$ cat config.mk
export PLATFORM = sky130hd
export DESIGN_NAME = http_chunked_body_decoder_core
export DESIGN_NICKNAME = d
export VERILOG_FILES = /design/src/rtl/chd_pkg.sv /design/src/rtl/http_chunked_body_decoder_core.sv /design/src/rtl/chd_step.sv /design/src/rtl/chd_out_reg.sv
export SDC_FILE = /design/constraint.sdc
export NUM_CORES = 1
export LEC_CHECK = 0
export BUFFER_PORTS_ARGS = -buffer_cell sky130_fd_sc_hd__buf_2
export CORE_MARGIN = 2
export CORE_UTILIZATION = 66
export DETAILED_ROUTE_END_ITERATION = 8
export GPL_TIMING_DRIVEN = 0
export PLACE_DENSITY = 0.89
export SLEW_MARGIN = 10
export SYNTH_ARGS = -nofsm -noshare
export SYNTH_HDL_FRONTEND = slang
export SYNTH_HIERARCHICAL = 1
export SYNTH_SLANG_ARGS = --single-unit
$ cat constraint.sdc
create_clock -name i_clk -period 6.7 [get_ports i_clk]
set_input_delay 1.34 -clock i_clk [delete_from_list [all_inputs] [get_ports i_clk]]
set_output_delay 1.34 -clock i_clk [all_outputs]
set_load 0.005 [all_outputs]
$ cat src/rtl/chd_pkg.sv
// Package for the chunked body decoder: phase and status codes, result struct,
// and the hex digit decode helper. No dependencies.
package chd_pkg;

    localparam int unsigned LEN_BITS_DEF = 32;

    localparam logic [7:0] CH_SEMI = 8'h3B;
    localparam logic [7:0] CH_CR   = 8'h0D;
    localparam logic [7:0] CH_LF   = 8'h0A;
    localparam logic [3:0] HEX_TEN = 4'd10;

    typedef enum logic [2:0] {
        PH_SIZE = 3'd0,
        PH_EXT  = 3'd1,
        PH_LF   = 3'd2,
        PH_DATA = 3'd3,
        PH_DCR  = 3'd4,
        PH_DLF  = 3'd5,
        PH_HALT = 3'd6
    } t_phase;

    typedef enum logic [2:0] {
        ST_RUN    = 3'd0,
        ST_DONE   = 3'd1,
        ST_BADDIG = 3'd2,
        ST_NODIG  = 3'd3,
        ST_NOLF   = 3'd4,
        ST_NOCRLF = 3'd5,
        ST_TRUNC  = 3'd6,
        ST_OVF    = 3'd7
    } t_status;

    typedef struct packed {
        logic       emit;
        logic       data_valid;
        logic [7:0] data_byte;
        t_status    status;
    } t_result;

    typedef struct packed {
        logic       ok;
        logic [3:0] val;
    } t_hex;

    function automatic t_hex hex_decode(input logic [7:0] c);
        t_hex h;
        h.ok  = 1'b1;
        h.val = 4'd0;
        if (c >= 8'h30 && c <= 8'h39) begin
            h.val = c[3:0];
        end else if ((c >= 8'h61 && c <= 8'h66) || (c >= 8'h41 && c <= 8'h46)) begin
            h.val = c[3:0] - 4'd1 + HEX_TEN;
        end else begin
            h.ok = 1'b0;
        end
        return h;
    endfunction

endpackage

$ cat src/rtl/http_chunked_body_decoder_core.sv
// Top level of the HTTP chunked body decoder: state registers, step logic and
// result register. Depends on chd_pkg, chd_step, chd_out_reg.
//
// Usage: raw body bytes enter on the slave stream, one byte per transfer, with
// tlast on the final byte of each body. Decoded payload bytes and status
// reports leave on the master stream. Framing bytes (size digits, extensions,
// CR LF) produce no output transfer; payload bytes, done, errors and
// truncation produce exactly one.
// Output timing: the input transfer loads the result register, so output valid
// rises in the cycle after it. Throughput: one byte per cycle while the result
// register is free; combinational step logic feeds the phase, count and digit registers.
// Stall: one result register sits on the output; input is taken whenever that
// register is empty or being drained in the same cycle, so a stalled receiver
// holds the input side only while a result is waiting.
// After done or an error, bytes are dropped until tlast; tlast always returns
// the decoder to the start of a size line.
// Reset: synchronous, active low; clears the phase to size line start, the
// count and digit flag to zero, and empties the result register.
module http_chunked_body_decoder_core #(
    parameter int unsigned LEN_BITS = chd_pkg::LEN_BITS_DEF
) (
    input  logic        i_clk,
    input  logic        i_rst_n,
    input  logic        i_s_axis_tvalid,
    output logic        o_s_axis_tready,
    input  logic [7:0]  i_s_axis_tdata,  // [7:0] byte_in
    input  logic        i_s_axis_tlast,  // frame_last
    output logic        o_m_axis_tvalid,
    input  logic        i_m_axis_tready,
    output logic [15:0] o_m_axis_tdata,  // [7:0] data_byte, [10:8] status, [15:11] zero
    output logic [0:0]  o_m_axis_tuser   // [0] data_valid
);
    import chd_pkg::*;

    t_phase              r_phase, n_phase;
    logic [LEN_BITS-1:0] r_len, n_len;
    logic                r_digit, n_digit;
    t_result             step_res, out_res;
    logic                in_acc;
    logic                out_free;

    assign o_s_axis_tready = out_free;
    assign in_acc          = i_s_axis_tvalid && out_free;

    chd_step #(
        .LEN_BITS(LEN_BITS)
    ) u_step (
        .i_phase     (r_phase),
        .i_len       (r_len),
        .i_digit_seen(r_digit),
        .i_byte      (i_s_axis_tdata),
        .i_last      (i_s_axis_tlast),
        .o_phase     (n_phase),
        .o_len       (n_len),
        .o_digit_seen(n_digit),
        .o_res       (step_res)
    );

    always_ff @(posedge i_clk) begin
        if (!i_rst_n) begin
            r_phase <= PH_SIZE;
            r_len   <= '0;
            r_digit <= 1'b0;
        end else if (in_acc) begin
            r_phase <= n_phase;
            r_len   <= n_len;
            r_digit <= n_digit;
        end
    end

    chd_out_reg u_out (
        .i_clk  (i_clk),
        .i_rst_n(i_rst_n),
        .i_load (in_acc && step_res.emit),
        .i_res  (step_res),
        .i_ready(i_m_axis_tready),
        .o_valid(o_m_axis_tvalid),
        .o_free (out_free),
        .o_res  (out_res)
    );

    assign o_m_axis_tdata = {5'd0, out_res.status, out_res.data_byte};
    assign o_m_axis_tuser = out_res.data_valid;

    a_data_status : assert property (@(posedge i_clk) disable iff (!i_rst_n)
        o_m_axis_tvalid && o_m_axis_tuser[0] |->
            out_res.status == ST_RUN || out_res.status == ST_TRUNC)
        else $error("payload transfer with non-running status");

    a_byte_zero : assert property (@(posedge i_clk) disable iff (!i_rst_n)
        o_m_axis_tvalid && !o_m_axis_tuser[0] |-> o_m_axis_tdata[7:0] == 8'h00)
        else $error("status transfer with nonzero data byte");

    a_last_restart : assert property (@(posedge i_clk) disable iff (!i_rst_n)
        in_acc && i_s_axis_tlast |=> r_phase == PH_SIZE && r_len == '0 && !r_digit)
        else $error("decoder not restarted after last byte");

    a_data_count : assert property (@(posedge i_clk) disable iff (!i_rst_n)
        r_phase == PH_DATA |-> r_len != '0)
        else $error("data phase with zero bytes left");

endmodule

$ cat src/rtl/chd_step.sv
// Per-byte step logic of the chunked body decoder: next phase, size/count and
// the result for one transfer. Depends on chd_pkg.
module chd_step #(
    parameter int unsigned LEN_BITS = chd_pkg::LEN_BITS_DEF
) (
    input  chd_pkg::t_phase      i_phase,
    input  logic [LEN_BITS-1:0]  i_len,
    input  logic                 i_digit_seen,
    input  logic [7:0]           i_byte,
    input  logic                 i_last,
    output chd_pkg::t_phase      o_phase,
    output logic [LEN_BITS-1:0]  o_len,
    output logic                 o_digit_seen,
    output chd_pkg::t_result     o_res
);
    import chd_pkg::*;

    t_hex                hx;
    t_phase              n_phase;
    logic [LEN_BITS-1:0] n_len;
    logic                n_digit;
    logic [LEN_BITS-1:0] len_dec;
    logic                ovf;

    assign hx      = hex_decode(i_byte);
    assign len_dec = i_len - LEN_BITS'(1);
    assign ovf     = |i_len[LEN_BITS-1 -: 4];

    always_comb begin
        n_phase = i_phase;
        n_len   = i_len;
        n_digit = i_digit_seen;
        case (i_phase)
            PH_SIZE: begin
                if (i_byte == CH_SEMI || i_byte == CH_CR) begin
                    if (!i_digit_seen) n_phase = PH_HALT;
                    else n_phase = (i_byte == CH_SEMI) ? PH_EXT : PH_LF;
                end else if (!hx.ok || ovf) begin
                    n_phase = PH_HALT;
                end else begin
                    n_len   = {i_len[LEN_BITS-5:0], hx.val};
                    n_digit = 1'b1;
                end
            end
            PH_EXT:  if (i_byte == CH_CR) n_phase = PH_LF;
            PH_LF: begin
                if (i_byte != CH_LF || i_len == '0) n_phase = PH_HALT;
                else n_phase = PH_DATA;
            end
            PH_DATA: begin
                n_len = len_dec;
                if (len_dec == '0) n_phase = PH_DCR;
            end
            PH_DCR:  n_phase = (i_byte == CH_CR) ? PH_DLF : PH_HALT;
            PH_DLF: begin
                if (i_byte == CH_LF) begin
                    n_phase = PH_SIZE;
                    n_len   = '0;
                    n_digit = 1'b0;
                end else begin
                    n_phase = PH_HALT;
                end
            end
            default: n_phase = i_phase;
        endcase
        if (i_last) begin
            n_phase = PH_SIZE;
            n_len   = '0;
            n_digit = 1'b0;
        end
    end

    assign o_phase      = n_phase;
    assign o_len        = n_len;
    assign o_digit_seen = n_digit;

    always_comb begin
        o_res = '{emit: 1'b0, data_valid: 1'b0, data_byte: 8'h00, status: ST_RUN};
        case (i_phase)
            PH_SIZE: begin
                if (i_byte == CH_SEMI || i_byte == CH_CR) begin
                    if (!i_digit_seen) begin
                        o_res.emit   = 1'b1;
                        o_res.status = ST_NODIG;
                    end
                end else if (!hx.ok) begin
                    o_res.emit   = 1'b1;
                    o_res.status = ST_BADDIG;
                end else if (ovf) begin
                    o_res.emit   = 1'b1;
                    o_res.status = ST_OVF;
                end
            end
            PH_LF: begin
                if (i_byte != CH_LF) begin
                    o_res.emit   = 1'b1;
                    o_res.status = ST_NOLF;
                end else if (i_len == '0) begin
                    o_res.emit   = 1'b1;
                    o_res.status = ST_DONE;
                end
            end
            PH_DATA: begin
                o_res.emit       = 1'b1;
                o_res.data_valid = 1'b1;
                o_res.data_byte  = i_byte;
            end
            PH_DCR: begin
                if (i_byte != CH_CR) begin
                    o_res.emit   = 1'b1;
                    o_res.status = ST_NOCRLF;
                end
            end
            PH_DLF: begin
                if (i_byte != CH_LF) begin
                    o_res.emit   = 1'b1;
                    o_res.status = ST_NOCRLF;
                end
            end
            default: o_res.emit = 1'b0;
        endcase
        // truncated: last byte while the body is still open
        if (i_last && !o_res.emit && i_phase != PH_HALT && i_phase != PH_EXT) begin
            o_res.emit   = 1'b1;
            o_res.status = ST_TRUNC;
        end else if (i_last && i_phase == PH_EXT) begin
            o_res.emit   = 1'b1;
            o_res.status = ST_TRUNC;
        end else if (i_last && i_phase == PH_DATA) begin
            o_res.status = ST_TRUNC;
        end
    end

endmodule

$ cat src/rtl/chd_out_reg.sv
// Result register of the chunked body decoder: holds one result transfer until
// the downstream side takes it. Depends on chd_pkg.
module chd_out_reg (
    input  logic             i_clk,
    input  logic             i_rst_n,
    input  logic             i_load,
    input  chd_pkg::t_result i_res,
    input  logic             i_ready,
    output logic             o_valid,
    output logic             o_free,
    output chd_pkg::t_result o_res
);
    import chd_pkg::*;

    logic    r_valid;
    t_result r_res;

    assign o_free  = !r_valid || i_ready;
    assign o_valid = r_valid;
    assign o_res   = r_res;

    always_ff @(posedge i_clk) begin
        if (!i_rst_n) begin
            r_valid <= 1'b0;
        end else if (i_load) begin
            r_valid <= 1'b1;
        end else if (i_ready) begin
            r_valid <= 1'b0;
        end
    end

    always_ff @(posedge i_clk) begin
        if (i_load) begin
            r_res <= i_res;
        end
    end

endmodule
# Word level (Yosys, flattened, before mapping)
# Index checks and enable logic that the tools add are counted.
[totals] reg_bits=49
[classes] addsub=3 n_lt_le_gt_ge=6 n_eq_ne=18 n_mux=48 n_reduce_logical=30
[ops] operator="two-way mux 32 bit" count=4
[ops] operator="one-hot mux 32 bit (3 select lines)" count=1
[ops] operator="logical NOT 32 bit" count=2
[ops] operator="two-way mux 3 bit" count=14
[ops] operator="subtractor 32 x 1 -> 32 bit (second input constant)" count=1
[ops] operator="two-way mux 1 bit" count=19
[ops] operator="one-hot mux 3 bit (6 select lines)" count=1
[ops] operator="equality test 8 x 4 -> 1 bit (second input constant)" count=2
[ops] operator="greater-or-equal comparator 8 x 7 -> 1 bit (second input constant)" count=2
[ops] operator="less-or-equal comparator 8 x 7 -> 1 bit (second input constant)" count=2
[ops] operator="inequality test 8 x 4 -> 1 bit (second input constant)" count=2
[ops] operator="AND reduction 5 bit" count=3
[ops] operator="one-hot mux 3 bit (4 select lines)" count=1
[ops] operator="logical AND 1 bit" count=10
[ops] operator="two-way mux 9 bit" count=1
[ops] operator="inequality test 3 x 2 -> 1 bit (second input constant)" count=3
[ops] operator="inequality test 3 bit (second input constant)" count=3
[ops] operator="equality test 8 x 6 -> 1 bit (second input constant)" count=1
[ops] operator="greater-or-equal comparator 8 x 6 -> 1 bit (second input constant)" count=1
[ops] operator="less-or-equal comparator 8 x 6 -> 1 bit (second input constant)" count=1
[ops] operator="two-way mux 4 bit" count=2
[ops] operator="nonzero test 7 bit" count=1
[ops] operator="equality test 3 x 2 -> 1 bit (second input constant)" count=2
[ops] operator="equality test 3 bit (second input constant)" count=2
[ops] operator="other kinds (16)" count=24

# Longest topological paths before layout
[logic_depth] word_depth=15 ltp_mapped=13 mapped_depth_nobuf=11

# Cells and area by module
# Netlist, hierarchy kept.
[modules_own_cells] mod="chd_step" n_inst=1 cells_each=387 area_per_inst_um2=2304.7 seq_area_each_um2=0.0
[modules_own_cells] mod="http_chunked_body_decoder_core" n_inst=1 cells_each=172 area_per_inst_um2=1589.0 seq_area_each_um2=720.7
[modules_own_cells] mod="chd_out_reg" n_inst=1 cells_each=17 area_per_inst_um2=439.2 seq_area_each_um2=410.4

# Least setup slack after synthesis
# OpenSTA, ideal clock, no wires.
[synth_timing] path_type="input port to flip-flop" from="input i_s_axis_tdata[1]" to="register r_len[22]" arrival_ns=3.715 path_slack_ns=2.870 stages=13 n_path_buf=2 path_cell_list="inv_1 > ha_1 > o21bai_1 > a2111oi_4 > a31oi_1 > or4_1 > clkbuf_1 > and2_0 > clkbuf_1 > a221oi_1 > nor2_1 > nand4_1 > o21ai_2"
[synth_between] elab_chain_len=9 word_cells_on_any_way=22
[synth_lines] item="from (decl)" line_no="http_chunked_body_decoder_core.sv:26" source="input logic [7:0] i_s_axis_tdata,"
[synth_lines] item="greater-or-equal comparator 8 x 7 -> 1 bit or less-or-equal comparator 8 x 7 -> 1 bit (tied branches)" line_no="chd_pkg.sv:51" source="end else if ((c >= 8'h61 && c <= 8'h66) || (c >= 8'h41 && c <= 8'h46)) begin"
[synth_lines] item="logical AND 1 bit" line_no="chd_pkg.sv:51"
[synth_lines] item="logical OR 1 bit" line_no="chd_pkg.sv:51"
[synth_lines] item="two-way mux 1 bit" line_no="chd_pkg.sv:51"
[synth_lines] item="two-way mux 1 bit" line_no="chd_pkg.sv:49" source="if (c >= 8'h30 && c <= 8'h39) begin"
[synth_lines] item="logical NOT 1 bit" line_no="chd_step.sv:38" source="end else if (!hx.ok || ovf) begin"
[synth_lines] item="logical OR 1 bit" line_no="chd_step.sv:38"
[synth_lines] item="inequality test 3 bit (no source line)"
[synth_lines] item="AND reduction 5 bit (no source line) *"
[synth_lines] item="to (signal assigned)" line_no="http_chunked_body_decoder_core.sv:66" source="r_len <= n_len;"
[synth_lines] item="to (decl)" line_no="http_chunked_body_decoder_core.sv:36" source="logic [LEN_BITS-1:0] r_len, n_len;"
# Every way passes the cells marked *; elsewhere a longest branch is shown, timed or not.
# A chain may end at the register's enable or synchronous reset.

# Worst setup path in the final report
[layout_timing] from="input i_s_axis_tdata[1]" to="register r_len[20]"
# Same word-level chain as after synthesis.

==> metrics.txt <==
status completed; final critical delay including setup and external delays around 4600 ps; area of the core ~6300 um2; remaining design rule violation count 0; buffers from clock root to sink, at most 2; setup repair after global routing missed its margin no; worst reg2reg setup slack between 2000 and 3000 ps; detail-routed net length per standard cell around 19 um; pin count of the biggest net entering global routing 16; remaining antenna violation count 0; clock tree from TritonCTS built; Area growth syn-to-layout 7.386%; setup bufs post-CTS 0; Avg Synthesized Cell Area 7.483 um2; final-report setup violation count 0; final-layout fill cell count around 530; fraction of the cycle the final worst path needs 69.02%; multi-input gate area in the final layout between 2000 and 3000 um2; area used by sequential logic in the layout approximately 1100 um2; top-level port count 32; worst flop-to-flop path endpoint u_out/o_res[8]$_DFFE_PP_; Post-CTS Resized 0; setup slack at placement about 2000 ps; via total after detailed routing ~4800; half-perimeter wire length of the detailed placement result roughly 9600 um; Die Footprint 7182 um2; path category of the worst min-delay check register to register; total negative slack 0 ps; post-route total power between 600 and 700 uW; reg-to-reg critical path startpoint r_len[0]$_SDFFE_PN0P_; Global Route Usage Sum between 30% and 40%; reported max-cap violation count 0; number of instances in the synthesized netlist around 580; number of standard-cell rows in the floorplan 29; worst endpoint required time 6940 ps; Post-DP Area ~4500 um2; cell area after layout ~4600 um2; final max-slew violation count 0; critical path launch point type input port; leakage power total 1.654 nW; Synth Cell Area around 4300 um2; crit end category register; critical path peak fanout 10; clock root cell sky130_fd_sc_hd__clkbuf_8; data arrival at the endpoint of the critical path a little under 5000 ps; number of cells on the worst hold path 2; length of the first detailed-routing pass in iterations 5; initial core utilization roughly 68%; Synthesis Warnings 6; critical path class input port to register; most frequent cells in the layout 77 x sky130_fd_sc_hd__nand2_1, 43 x sky130_fd_sc_hd__nand4_1, 39 x sky130_fd_sc_hd__buf_2, 39 x sky130_fd_sc_hd__nor2_1; vias in the first global route between 4000 and 5000; commonest non-fill, non-tap cell in the layout sky130_fd_sc_hd__nand2_1; weighted congestion at the end of routability-driven global placement a little under 1; worst hold path endpoint r_len[5]$_SDFFE_PN0P_; Die Y-Extent around 85 um; ratio of cells with drive above 1 in the final layout roughly 18%; Clock Sinks between 40 and 50; Total Routed Length ~13000 um; global-route wire length before repair around 21000 um; slew of the pin with the lowest slew margin 1250 ps; Reg2Reg Depth 9; antenna cell count 0; number of buffers added on ports 24; number of nets at the end of the flow approximately 630; H-tree depth 2; min-delay src r_len[5]$_SDFFE_PN0P_; post-layout worst setup margin approximately 2100 ps; violation count after the first detailed-routing iteration 673; detail-routed via count per cell between 6 and 7; Worst VDD drop approximately 0.11 mV; Final Hold Fails 0; total power density per cell area roughly 140 nW/um2; antenna violations before repair 0; top achievable clock speed roughly 0.22 GHz; Remaining Overflow, GRT 0; skew final between 15 and 20 ps; cts-stage hold buffer count 0; Worst slew margin ~16%; number of buffers added by the clock tree synthesis step 5; Die Width roughly 85 um; later-pin clock latency in the skew report 310 ps; CTS clock-pin slew for the worst setup and hold paths 100 ps
[power by group]
part	switching, mW	internal (mW)
sequential	0.00389	0.313
clock	0.107	0.0742
combinational	0.0996	0.0535
[critical path, stage by stage]
cell and delay, ps:
sky130_fd_sc_hd__buf_2 130, sky130_fd_sc_hd__inv_1 110, sky130_fd_sc_hd__ha_1 240, sky130_fd_sc_hd__o21bai_1 130, sky130_fd_sc_hd__a2111oi_4 520, sky130_fd_sc_hd__a31oi_1 210
sky130_fd_sc_hd__nor4_2 1060, sky130_fd_sc_hd__clkbuf_1 580, sky130_fd_sc_hd__nand2_1 130, sky130_fd_sc_hd__a31oi_1 190, sky130_fd_sc_hd__nand4_1 130, sky130_fd_sc_hd__o21ai_2 70
[flip-flops by register name, summed over array words and instances (netlist names)]
| register | flops |
|---|---|
| r_phase | 3 |
| u_out/o_res | 12 |
| r_digit | 1 |
| u_out/o_valid | 1 |
| r_len | 32 |
[routing by layer]
metal | routed length, um | track usage [%] | up-vias
li1 | - | - | 2202
met1 | 5200 | 46.75 | 2171
met2 | 5946 | 59.48 | 344
met3 | 1435 | 6.391 | 69
met4 | 571 | 17.89 | 0
met5 | 0 | 0 | -
[final cells by class]
type | instances | area share (%)
clock inverter | 2 | 0.2979
sequential | 49 | 23.83
multi-input combinational | 461 | 61.58
timing repair buffer | 24 | 2.600
inverter | 8 | 0.6499
buffer | 61 | 7.392
clock buffer | 6 | 1.571
tap | 77 | 2.085
[stage by stage]
step	hold slack, ps	cells	util [%]
after floorplan	427.2	579	-
after global placement	438.1	680	71.82
after detailed placement	449.6	680	71.82
after CTS	463.3	688	73.19
after global routing	483.3	688	73.19
final	461.3	688	73.19
[how the worst max path moves through the flow]
stage                                 start                     end  depth (start not counted)
after floorplan           i_s_axis_tdata[1]  r_len[22]$_SDFFE_PN0P_                         13
after global placement    i_s_axis_tdata[1]  r_len[21]$_SDFFE_PN0P_                         12
after detailed placement  i_s_axis_tdata[1]  r_len[20]$_SDFFE_PN0P_                         12
after CTS                 i_s_axis_tdata[1]  r_len[20]$_SDFFE_PN0P_                         12
after global routing      i_s_axis_tdata[1]  r_len[12]$_SDFFE_PN0P_                         12
final                     i_s_axis_tdata[1]  r_len[20]$_SDFFE_PN0P_                         12
No activity file was read; power rests on OpenSTA's default activity.
